### src/hdl/bdl_pkg.sv
`timescale 1ns / 1ps

package bdl_pkg;

	// Configuration word width and register index width
	localparam int CFG_W     = 16;
	localparam int CFG_IDX_W = 3;

	// Default counter width
	localparam int COUNT_WIDTH_DEF = 16;

	// Register reset values
	localparam logic [CFG_W-1:0] DEBOUNCE_TICKS_RST   = 16'd15;
	localparam logic [CFG_W-1:0] SHORT_PRESS_MAX_RST  = 16'd1000;
	localparam logic [CFG_W-1:0] LONG_PRESS_MIN_RST   = 16'd3000;
	localparam logic [CFG_W-1:0] SLOW_HALF_PERIOD_RST = 16'd500;
	localparam logic [CFG_W-1:0] FAST_HALF_PERIOD_RST = 16'd100;

	typedef enum logic [CFG_IDX_W-1:0] {
		REG_DEBOUNCE_TICKS   = 3'd0,
		REG_SHORT_PRESS_MAX  = 3'd1,
		REG_LONG_PRESS_MIN   = 3'd2,
		REG_SLOW_HALF_PERIOD = 3'd3,
		REG_FAST_HALF_PERIOD = 3'd4
	} cfg_reg_t;

	typedef enum logic [1:0] {
		MODE_OFF  = 2'd0,
		MODE_SLOW = 2'd1,
		MODE_FAST = 2'd2
	} blink_mode_t;

	// Transitions of the debounced level within one tick
	typedef struct packed {
		logic fall;   // became pressed
		logic rise;   // became released
	} btn_edge_t;

endpackage

### src/hdl/bdl_debounce.sv
`timescale 1ns / 1ps

module bdl_debounce #(
	parameter int COUNT_WIDTH = bdl_pkg::COUNT_WIDTH_DEF
) (
	input  logic                       clk,
	input  logic                       arst_n,
	input  logic                       step,
	input  logic                       raw,
	input  logic [bdl_pkg::CFG_W-1:0]  debounce_ticks,
	output logic                       stable_nxt,
	output bdl_pkg::btn_edge_t         edges
);
	import bdl_pkg::*;

	localparam int CMP_W = (COUNT_WIDTH > CFG_W) ? COUNT_WIDTH : CFG_W;

	logic                   filtered_q;
	logic                   pending_q;
	logic [COUNT_WIDTH-1:0] count_q;
	logic                   stable_q;

	logic                   changed;
	logic                   pend_nxt;
	logic                   take;
	logic [COUNT_WIDTH-1:0] count_nxt;

	always_comb begin
		changed = raw != filtered_q;
		if (changed) begin
			count_nxt = '0;
		end else if (&count_q) begin
			count_nxt = count_q;
		end else begin
			count_nxt = count_q + COUNT_WIDTH'(1);
		end
		take       = (changed || pending_q) &&
		             (CMP_W'(count_nxt) >= CMP_W'(debounce_ticks));
		pend_nxt   = (changed || pending_q) && !take;
		stable_nxt = take ? raw : stable_q;
		edges.fall = stable_q && !stable_nxt;
		edges.rise = !stable_q && stable_nxt;
	end

	always_ff @(posedge clk or negedge arst_n) begin
		if (!arst_n) begin
			filtered_q <= 1'b1;
			pending_q  <= 1'b0;
			count_q    <= '0;
			stable_q   <= 1'b1;
		end else if (step) begin
			filtered_q <= raw;
			pending_q  <= pend_nxt;
			count_q    <= count_nxt;
			stable_q   <= stable_nxt;
		end
	end

endmodule

### src/hdl/bdl_press.sv
`timescale 1ns / 1ps

module bdl_press #(
	parameter int COUNT_WIDTH = bdl_pkg::COUNT_WIDTH_DEF
) (
	input  logic                       clk,
	input  logic                       arst_n,
	input  logic                       step,
	input  bdl_pkg::btn_edge_t         edges,
	input  logic [bdl_pkg::CFG_W-1:0]  short_press_max,
	input  logic [bdl_pkg::CFG_W-1:0]  long_press_min,
	output bdl_pkg::blink_mode_t       mode_nxt,
	output logic                       short_hit,
	output logic                       long_hit
);
	import bdl_pkg::*;

	localparam int CMP_W = (COUNT_WIDTH > CFG_W) ? COUNT_WIDTH : CFG_W;

	logic [COUNT_WIDTH-1:0] hold_q;
	logic                   long_pend_q;
	blink_mode_t            mode_q;

	logic [COUNT_WIDTH-1:0] hold_inc;
	logic [COUNT_WIDTH-1:0] hold_nxt;
	logic                   pend_mid;
	logic                   long_pend_nxt;

	always_comb begin
		hold_inc  = (&hold_q) ? hold_q : hold_q + COUNT_WIDTH'(1);
		hold_nxt  = hold_inc;
		pend_mid  = long_pend_q;
		mode_nxt  = mode_q;
		short_hit = 1'b0;
		if (edges.fall) begin
			// advance off -> slow -> fast -> off
			case (mode_q)
				MODE_SLOW: mode_nxt = MODE_FAST;
				MODE_FAST: mode_nxt = MODE_OFF;
				default:   mode_nxt = MODE_SLOW;
			endcase
			pend_mid = 1'b1;
			hold_nxt = '0;
		end else if (edges.rise) begin
			short_hit = CMP_W'(hold_inc) <= CMP_W'(short_press_max);
			pend_mid  = 1'b0;
		end
		long_hit      = pend_mid && (CMP_W'(hold_nxt) >= CMP_W'(long_press_min));
		long_pend_nxt = pend_mid && !long_hit;
	end

	always_ff @(posedge clk or negedge arst_n) begin
		if (!arst_n) begin
			hold_q      <= '0;
			long_pend_q <= 1'b0;
			mode_q      <= MODE_OFF;
		end else if (step) begin
			hold_q      <= hold_nxt;
			long_pend_q <= long_pend_nxt;
			mode_q      <= mode_nxt;
		end
	end

endmodule

### src/hdl/bdl_blink.sv
`timescale 1ns / 1ps

module bdl_blink #(
	parameter int COUNT_WIDTH = bdl_pkg::COUNT_WIDTH_DEF
) (
	input  logic                       clk,
	input  logic                       arst_n,
	input  logic                       step,
	input  bdl_pkg::blink_mode_t       mode,
	input  logic [bdl_pkg::CFG_W-1:0]  slow_half_period,
	input  logic [bdl_pkg::CFG_W-1:0]  fast_half_period,
	output logic                       pin_nxt
);
	import bdl_pkg::*;

	localparam int CMP_W = (COUNT_WIDTH > CFG_W) ? COUNT_WIDTH : CFG_W;

	logic                   pin_q;
	logic [COUNT_WIDTH-1:0] slow_q;
	logic [COUNT_WIDTH-1:0] fast_q;
	logic [COUNT_WIDTH-1:0] slow_nxt;
	logic [COUNT_WIDTH-1:0] fast_nxt;

	always_comb begin
		// both counters run in every mode
		slow_nxt = (&slow_q) ? slow_q : slow_q + COUNT_WIDTH'(1);
		fast_nxt = (&fast_q) ? fast_q : fast_q + COUNT_WIDTH'(1);
		pin_nxt  = pin_q;
		case (mode)
			MODE_SLOW: begin
				if (CMP_W'(slow_nxt) >= CMP_W'(slow_half_period)) begin
					pin_nxt  = !pin_q;
					slow_nxt = '0;
				end
			end
			MODE_FAST: begin
				if (CMP_W'(fast_nxt) >= CMP_W'(fast_half_period)) begin
					pin_nxt  = !pin_q;
					fast_nxt = '0;
				end
			end
			default: pin_nxt = 1'b1;
		endcase
	end

	always_ff @(posedge clk or negedge arst_n) begin
		if (!arst_n) begin
			pin_q  <= 1'b1;
			slow_q <= '0;
			fast_q <= '0;
		end else if (step) begin
			pin_q  <= pin_nxt;
			slow_q <= slow_nxt;
			fast_q <= fast_nxt;
		end
	end

endmodule

### src/hdl/button_debounce_led_mode_blinker_unit.sv
`timescale 1ns / 1ps
// Channel   Handshake                  Word contents
// --------  -------------------------  ------------------------------------------------
// input     in_valid / in_ready        raw_level (one millisecond tick sample)
// output    out_valid / out_ready      led_pin, blink_mode, stable_level, press_event,
//                                      release_event, short_press, long_press
// config    cfg_wr_en (no handshake)   cfg_index, cfg_data
//
// One word per cycle sustained while out_ready is high; a word passes the input
// register, then the result register loaded by the update logic, before out_valid rises.
// Reset clears the handshake valids, the tick state and the configuration registers
// to their defaults.
// A stalled output holds the result register; the input register keeps taking a
// new word in the same cycle the result is drained, so throughput only drops while
// out_ready stays low.

module button_debounce_led_mode_blinker_unit #(
	parameter int COUNT_WIDTH = bdl_pkg::COUNT_WIDTH_DEF
) (
	input  logic                          clk,
	input  logic                          arst_n,
	// configuration
	input  logic                          cfg_wr_en,
	input  logic [bdl_pkg::CFG_IDX_W-1:0] cfg_index,
	input  logic [bdl_pkg::CFG_W-1:0]     cfg_data,
	// input channel
	input  logic                          in_valid,
	output logic                          in_ready,
	input  logic                          raw_level,
	// output channel
	output logic                          out_valid,
	input  logic                          out_ready,
	output logic                          led_pin,
	output logic [1:0]                    blink_mode,
	output logic                          stable_level,
	output logic                          press_event,
	output logic                          release_event,
	output logic                          short_press,
	output logic                          long_press
);
	import bdl_pkg::*;

	// configuration registers
	logic [CFG_W-1:0] debounce_ticks_q;
	logic [CFG_W-1:0] short_press_max_q;
	logic [CFG_W-1:0] long_press_min_q;
	logic [CFG_W-1:0] slow_half_period_q;
	logic [CFG_W-1:0] fast_half_period_q;

	// input stage
	logic valid_s1;
	logic raw_s1;

	// result register
	logic        out_valid_q;
	logic        pin_q;
	logic [1:0]  mode_q;
	logic        stable_q;
	logic        press_q;
	logic        release_q;
	logic        short_q;
	logic        long_q;

	// tick update strobe: the stage-1 word moves into the result register
	logic        step;
	logic        stable_nxt;
	btn_edge_t   edges;
	blink_mode_t mode_nxt;
	logic        short_hit;
	logic        long_hit;
	logic        pin_nxt;

	assign step     = valid_s1 && (!out_valid_q || out_ready);
	assign in_ready = !valid_s1 || step;

	always_ff @(posedge clk or negedge arst_n) begin
		if (!arst_n) begin
			debounce_ticks_q   <= DEBOUNCE_TICKS_RST;
			short_press_max_q  <= SHORT_PRESS_MAX_RST;
			long_press_min_q   <= LONG_PRESS_MIN_RST;
			slow_half_period_q <= SLOW_HALF_PERIOD_RST;
			fast_half_period_q <= FAST_HALF_PERIOD_RST;
		end else if (cfg_wr_en) begin
			// drop writes to unknown indexes
			case (cfg_index)
				REG_DEBOUNCE_TICKS:   debounce_ticks_q   <= cfg_data;
				REG_SHORT_PRESS_MAX:  short_press_max_q  <= cfg_data;
				REG_LONG_PRESS_MIN:   long_press_min_q   <= cfg_data;
				REG_SLOW_HALF_PERIOD: slow_half_period_q <= cfg_data;
				REG_FAST_HALF_PERIOD: fast_half_period_q <= cfg_data;
				default: ;
			endcase
		end
	end

	// input register: hold the word until the update logic consumes it
	always_ff @(posedge clk or negedge arst_n) begin
		if (!arst_n) begin
			valid_s1 <= 1'b0;
		end else if (in_ready) begin
			valid_s1 <= in_valid;
		end
	end

	always_ff @(posedge clk) begin
		if (in_ready && in_valid) begin
			raw_s1 <= raw_level;
		end
	end

	bdl_debounce #(
		.COUNT_WIDTH(COUNT_WIDTH)
	) u_debounce (
		.clk           (clk),
		.arst_n        (arst_n),
		.step          (step),
		.raw           (raw_s1),
		.debounce_ticks(debounce_ticks_q),
		.stable_nxt    (stable_nxt),
		.edges         (edges)
	);

	bdl_press #(
		.COUNT_WIDTH(COUNT_WIDTH)
	) u_press (
		.clk            (clk),
		.arst_n         (arst_n),
		.step           (step),
		.edges          (edges),
		.short_press_max(short_press_max_q),
		.long_press_min (long_press_min_q),
		.mode_nxt       (mode_nxt),
		.short_hit      (short_hit),
		.long_hit       (long_hit)
	);

	// LED logic sees the mode already updated by this tick's press
	bdl_blink #(
		.COUNT_WIDTH(COUNT_WIDTH)
	) u_blink (
		.clk             (clk),
		.arst_n          (arst_n),
		.step            (step),
		.mode            (mode_nxt),
		.slow_half_period(slow_half_period_q),
		.fast_half_period(fast_half_period_q),
		.pin_nxt         (pin_nxt)
	);

	// result register: load on step, clear valid once the word is taken
	always_ff @(posedge clk or negedge arst_n) begin
		if (!arst_n) begin
			out_valid_q <= 1'b0;
		end else if (step) begin
			out_valid_q <= 1'b1;
		end else if (out_ready) begin
			out_valid_q <= 1'b0;
		end
	end

	always_ff @(posedge clk) begin
		if (step) begin
			pin_q     <= pin_nxt;
			mode_q    <= mode_nxt;
			stable_q  <= stable_nxt;
			press_q   <= edges.fall;
			release_q <= edges.rise;
			short_q   <= short_hit;
			long_q    <= long_hit;
		end
	end

	assign out_valid     = out_valid_q;
	assign led_pin       = pin_q;
	assign blink_mode    = mode_q;
	assign stable_level  = stable_q;
	assign press_event   = press_q;
	assign release_event = release_q;
	assign short_press   = short_q;
	assign long_press    = long_q;

	// a tick cannot both press and release
	a_edge_excl: assert property (@(posedge clk) disable iff (!arst_n)
		out_valid |-> !(press_event && release_event))
		else $error("press and release in the same word");

	// short press only on a release tick
	a_short_on_release: assert property (@(posedge clk) disable iff (!arst_n)
		out_valid && short_press |-> release_event)
		else $error("short press without release");

	// a press leaves the debounced level low
	a_press_level: assert property (@(posedge clk) disable iff (!arst_n)
		out_valid && press_event |-> !stable_level)
		else $error("press event with released level");

	// off mode keeps the LED dark
	a_off_dark: assert property (@(posedge clk) disable iff (!arst_n)
		out_valid && blink_mode == MODE_OFF |-> led_pin)
		else $error("LED lit in off mode");

endmodule

### config.mk
export PLATFORM = sky130hd
export DESIGN_NAME = button_debounce_led_mode_blinker_unit
export DESIGN_NICKNAME = d
export VERILOG_FILES = /design/src/hdl/bdl_pkg.sv /design/src/hdl/bdl_debounce.sv /design/src/hdl/bdl_press.sv /design/src/hdl/bdl_blink.sv /design/src/hdl/button_debounce_led_mode_blinker_unit.sv
export SDC_FILE = /design/constraint.sdc
export NUM_CORES = 1
export LEC_CHECK = 0
export BUFFER_PORTS_ARGS = -buffer_cell sky130_fd_sc_hd__buf_2
export CAP_MARGIN = 20
export CORE_MARGIN = 1.5
export CORE_UTILIZATION = 50
export DETAILED_ROUTE_END_ITERATION = 7
export PLACE_DENSITY = 0.7
export REMOVE_ABC_BUFFERS = 1
export SLEW_MARGIN = 10
export SYNTH_ARGS = -nofsm -noshare
export SYNTH_HDL_FRONTEND = slang
export SYNTH_HIERARCHICAL = 1
export SYNTH_SLANG_ARGS = --single-unit
### constraint.sdc
create_clock -name clk -period 4.86 [get_ports clk]
set_clock_uncertainty 0.1 [all_clocks]
set_input_delay 0.243 -clock clk [delete_from_list [all_inputs] [get_ports clk]]
set_output_delay 0.243 -clock clk [all_outputs]
set_load 0.05 [all_outputs]
[Word-level counts from Yosys, hierarchy flattened]
Index checks and enable logic that the tools add are counted.
Storage, ports and cells
  register bits: 162
  input bits: 25
  output and inout port bits: 10
  logic and storage cells: 94
Cells by class
  add/subtract/negate cells: 4
  magnitude comparators: 5
  eq/ne operators: 9
  multiplexer cells: 20
  bitwise operators: 1
  reduce and logical (&&, ||, !) cells: 30
Operators by type and width (count)
  $mux W16: 10
  $add A16 B1 Y16 const B: 4
  $ge A16 B16 Y1: 4
  $reduce_and A16 Y1: 4
  $le A16 B16 Y1: 1
  $reduce_and A2 Y1: 5
  $logic_and A1 B1 Y1: 8
  $logic_not A1 Y1: 7
  $mux W1: 7
  $eq A3 B2 Y1 const B: 2
  $eq A2 B1 Y1 const B: 2
  $eq A2 B2 Y1 const B: 2
  $pmux W2 S2: 1
  $eq A3 B1 Y1 const B: 1
  $eq A3 B3 Y1 const B: 1
  $logic_not A3 Y1: 1
  $logic_or A1 B1 Y1: 3
  $mux W2: 1
  $pmux W1 S2: 1
  $reduce_bool A2 Y1: 1
  $reduce_or A2 Y1: 1
  $ne A1 B1 Y1: 1
  $not A1 Y1: 1

[Depth between registers and ports, before layout]
  word-level depth: 13
  depth in mapped cells: 23
  mapped depth without buffers: 20

[By module]
Netlist, hierarchy kept.
Modules (own cells, without submodules)
  button_debounce_led_mode_blinker_unit: times used 1, cells an instance 190, area each 3465.8 µm²
  bdl_blink: times used 1, cells an instance 386, area each 3146.8 µm²
  bdl_press: times used 1, cells an instance 306, area each 2354.8 µm²
  bdl_debounce: times used 1, cells an instance 223, area each 1848.0 µm²

[Worst setup path before layout]
OpenSTA, ideal clock, no wires.
  path type: reg2reg
  start: register u_debounce.count_q[0]
  end: register u_press.long_pend_q
  setup time: 0.122 ns
  arrival: 4.886 ns
  required time: 4.638 ns
  slack: -0.247 ns
  stages on the path, launching flop included: 22
  buffers on the path: 3
  clock period less this slack: 5.107 ns
  cell sequence: dfrtp_1 ha_1 nand3_2 nor3_2 buf_4 and3_1 xnor2_1 a21oi_1 ha_1 nand4_1 nor4_1 a31oi_1 nand2_1 nor4b_1 clkbuf_1 clkbuf_1 nor3_1 ha_1 nand4_1 nor3_1 o2111ai_1 a32o_1
RTL lines
  start, declared: line bdl_debounce.sv:20  | logic [COUNT_WIDTH-1:0] count_q;
  start signal, assigned: line bdl_debounce.sv:54  | count_q <= count_nxt;
  end signal, assigned: line bdl_press.sv:59  | long_pend_q <= long_pend_nxt;
  end, declared: line bdl_press.sv:21  | logic long_pend_q;

==> metrics.txt <==
RSZ-0062 raised after global routing=true; fin crit share=0.962; fmax=214 MHz; die area=22500 um^2; ys flop type=dfrtp_1; Avg Vias per Cell=5.97; Max Cap Viol=0; P per Cell Area=387 nW/um^2; crit path max fanout=13; n_diodes=0; fraction of layout cells with a size suffix above 1=0.235; mux cell area share after synthesis=0.0975; Setup Viol. Count Final=0; EDFF count, synth=9; gpl congestion=0.872; crit-path most repeated cell=nand2b_1; final worst slack=0.184 ns; routed len/inst=17.7 um; Initial Util=0.513; crit path DAT=4.74 ns; nets=1263; status=completed; post-DP HPWL=18100 um; via count=8588; grt total ovfl=0; core region area=21100 um^2; worst skew pair latency=0.42 ns; largest family of logic cells by synthesized area=simple AND/OR/NAND/NOR gates; synth warn=6; Hold WC Path Type=primary input to register; post-synth top area share=0.287; post-synthesis sequential area ratio=0.382; xor/xnor share of the synthesized area=0.0331; max-slew violations=0; Hold WS=0.0894 ns; clk sinks=162; top cells by count, synth=dfrtp_1 (124), inv_1 (106), ha_1 (87), mux2_2 (87), a21oi_1 (76); post-route minimum period=4.68 ns; largest net degree at the start of global routing=71; Synth Area in Adders=0.101; CTS buffer count=17; Final Instance Area=12100 um^2; # DRC=0; Hold Violations, Final=0; Post-Place Cell Area=11300 um^2; Peak VDD IR=0.000255 V; simple-gate share of the synthesized area=0.168; I/O pins=35; crit end category=register; Die Y=150 um; Worst-path clk slew=0.06 ns; DIE WIDTH=150 um; fraction of the mapped netlist area in compound gates=0.156; synthesized area per cell=9.79 um^2; Critical Path Start Type=register; FP Rows=53; Mapped Cells=1105; Synth cell types=97; Critical Path Max Stage Delay=0.43 ns; vias in the first global route=8335; Data required, critical path=4.92 ns; P&R area growth vs syn=11.7%; Post-Route WL=25500 um; initial antenna violation count=0; Pwr Total=4.67 mW; Iter 0 DRT Violations=487; #FFs+latches synth=162; Yosys top cell by area=dfrtp_1; ys async rst share=0.944; final core utilization=0.573; Final ANT Viol Nets=0; Worst slew margin=0.339; pre-CTS setup slack=-0.0359 ns; critical path's slowest cell=or3_4; critical-path cell list=ha_4, nand3_4, or3_4, nor2_4, xnor2_1, nand2_1, ha_1, nand2b_1, a2111o_1, a31oi_2, nand2_1, nor4b_4, buf_4, inv_1, buf_6, nand2b_1, ha_1, nand2b_1, a2111o_1, o2111ai_1, a31oi_1; Pleak=5.46 nW; root buf cell=clkbuf_16; Setup CP Type=register to register; count leader, synth=dfrtp_1; I/O Buffers=34; largest cells by area after synthesis=dfrtp_1 (29%), ha_1 (10%), mux2_2 (9.1%), dfstp_2 (7.0%), inv_1 (3.7%); first-pass GRT wire length=41700 um; H-tree depth=4; actual slew at the worst max-slew pin=0.987 ns; CTS max path bufs=2; Post-Syn Area=10800 um^2; CTS tree=built; GR Util All Layers=0.237; 1st-pass router iterations=5
-- per-layer routing --
layer,part of all wire,track usage
met3,0.041,0.0424
met2,0.48,0.390
met5,0,0
met1,0.46,0.319
met4,0.019,0.0662
-- layout by cell type (no fill, tap or decap), types with 8 or more instances in the layout --
cell type | Yosys | layout
o21ai_0 | 49 | 48
a21oi_1 | 76 | 76
a21o_1 | 9 | 9
a22o_1 | 20 | 20
xnor2_1 | 23 | 23
nand4_1 | 21 | 21
nor4_1 | 9 | 8
nor2b_1 | 8 | 8
nand3_1 | 27 | 27
clkbuf_16 | 0 | 17
nor2_1 | 68 | 67
buf_4 | 2 | 28
inv_1 | 106 | 106
nand2_1 | 71 | 71
nand2b_1 | 9 | 9
and3_1 | 12 | 12
or3_1 | 8 | 8
ha_1 | 87 | 86
xor2_1 | 16 | 16
dfstp_2 | 29 | 29
mux2_2 | 87 | 87
nor3_1 | 29 | 27
edfxtp_1 | 9 | 9
dfrtp_1 | 124 | 120
buf_2 | 14 | 35
-- critical path: cells and delay by family, from the launching register on --
family	cells	cell delay [ns]
and+or+nand+nor	9	1.42
adders and majority gates	3	0.72
buffers and inverters	3	0.42
xor gates and xnor gates	1	0.13
DFF	1	0.42
AOI/OAI and AO/OA	5	1.21
-- flip-flops by register name, summed over array words and instances (netlist names), 2 cells and up --
name / cells
debounce_ticks_q: 16
u_blink/slow_q: 16
u_press/hold_q: 16
u_press/mode_q: 2
long_press_min_q: 16
blink_mode: 2
short_press_max_q: 16
u_blink/fast_q: 16
fast_half_period_q: 16
slow_half_period_q: 16
u_debounce/count_q: 16
-- final timing paths --
path                                        from                     end  slack [ns]  cells after the start
min reg2reg                             valid_s1               out_valid        0.39                      1
min                                 cfg_data[13]  slow_half_period_q[13]        0.09                      2
min in group asynchronous                 arst_n       u_blink/fast_q[0]        0.31                      2
max in group asynchronous                 arst_n     long_press_min_q[0]        3.25                      3
max reg2reg                u_debounce/count_q[1]              long_press        0.18                     21
max                        u_debounce/count_q[1]              long_press        0.18                     21
-- report_power, final --
group          internal, mW  total [mW]  switching, mW  leakage [nW]
registers              1.65        1.86          0.217          1.93
logic                 0.643        1.45          0.803          3.26
clock network         0.814        1.36          0.544         0.278
-- timing repair --
action / 4_1_cts / 5_1_grt
endpoints found under the setup margin: 2 / 30
hold endpoints to repair: 65 / 0
gates resized for setup: 1 / 29
setup buffers: 1 / 3
pin swaps: 1 / 2
gates cloned: 0 / 2
hold buffers: 4 / 0
-- cell type report --
type                    instances  area, um^2
fillers                      1830        9010
repair buffers                 71         479
multi-input cells             793        6130
clock buffers                  20         447
flip-flops and latches        162        4140
clock inverters                12         138
well taps                     275         344
inverters                     106         398
-- per-stage QoR --
step,setup TNS [ns],cells
5_1_grt,-0.214,1439
3_5_place_dp,-0.0516,1397
6_report,0,1439
4_1_cts,0,1434
3_3_place_gp,0,1397
2_1_floorplan,-80.32,1061
-- cell families after synthesis --
| kind of cell | Yosys count |
|---|---|
| AND/OR/NAND/NOR | 322 |
| AO/OA/AOI/OAI | 250 |
| buffers and inverters | 150 |
| XOR/XNOR | 40 |
| adder cells (fa/ha/maj) | 87 |
| flip-flops | 162 |
| multiplexers | 94 |
Note: power is estimated with default switching activity, not from simulation.
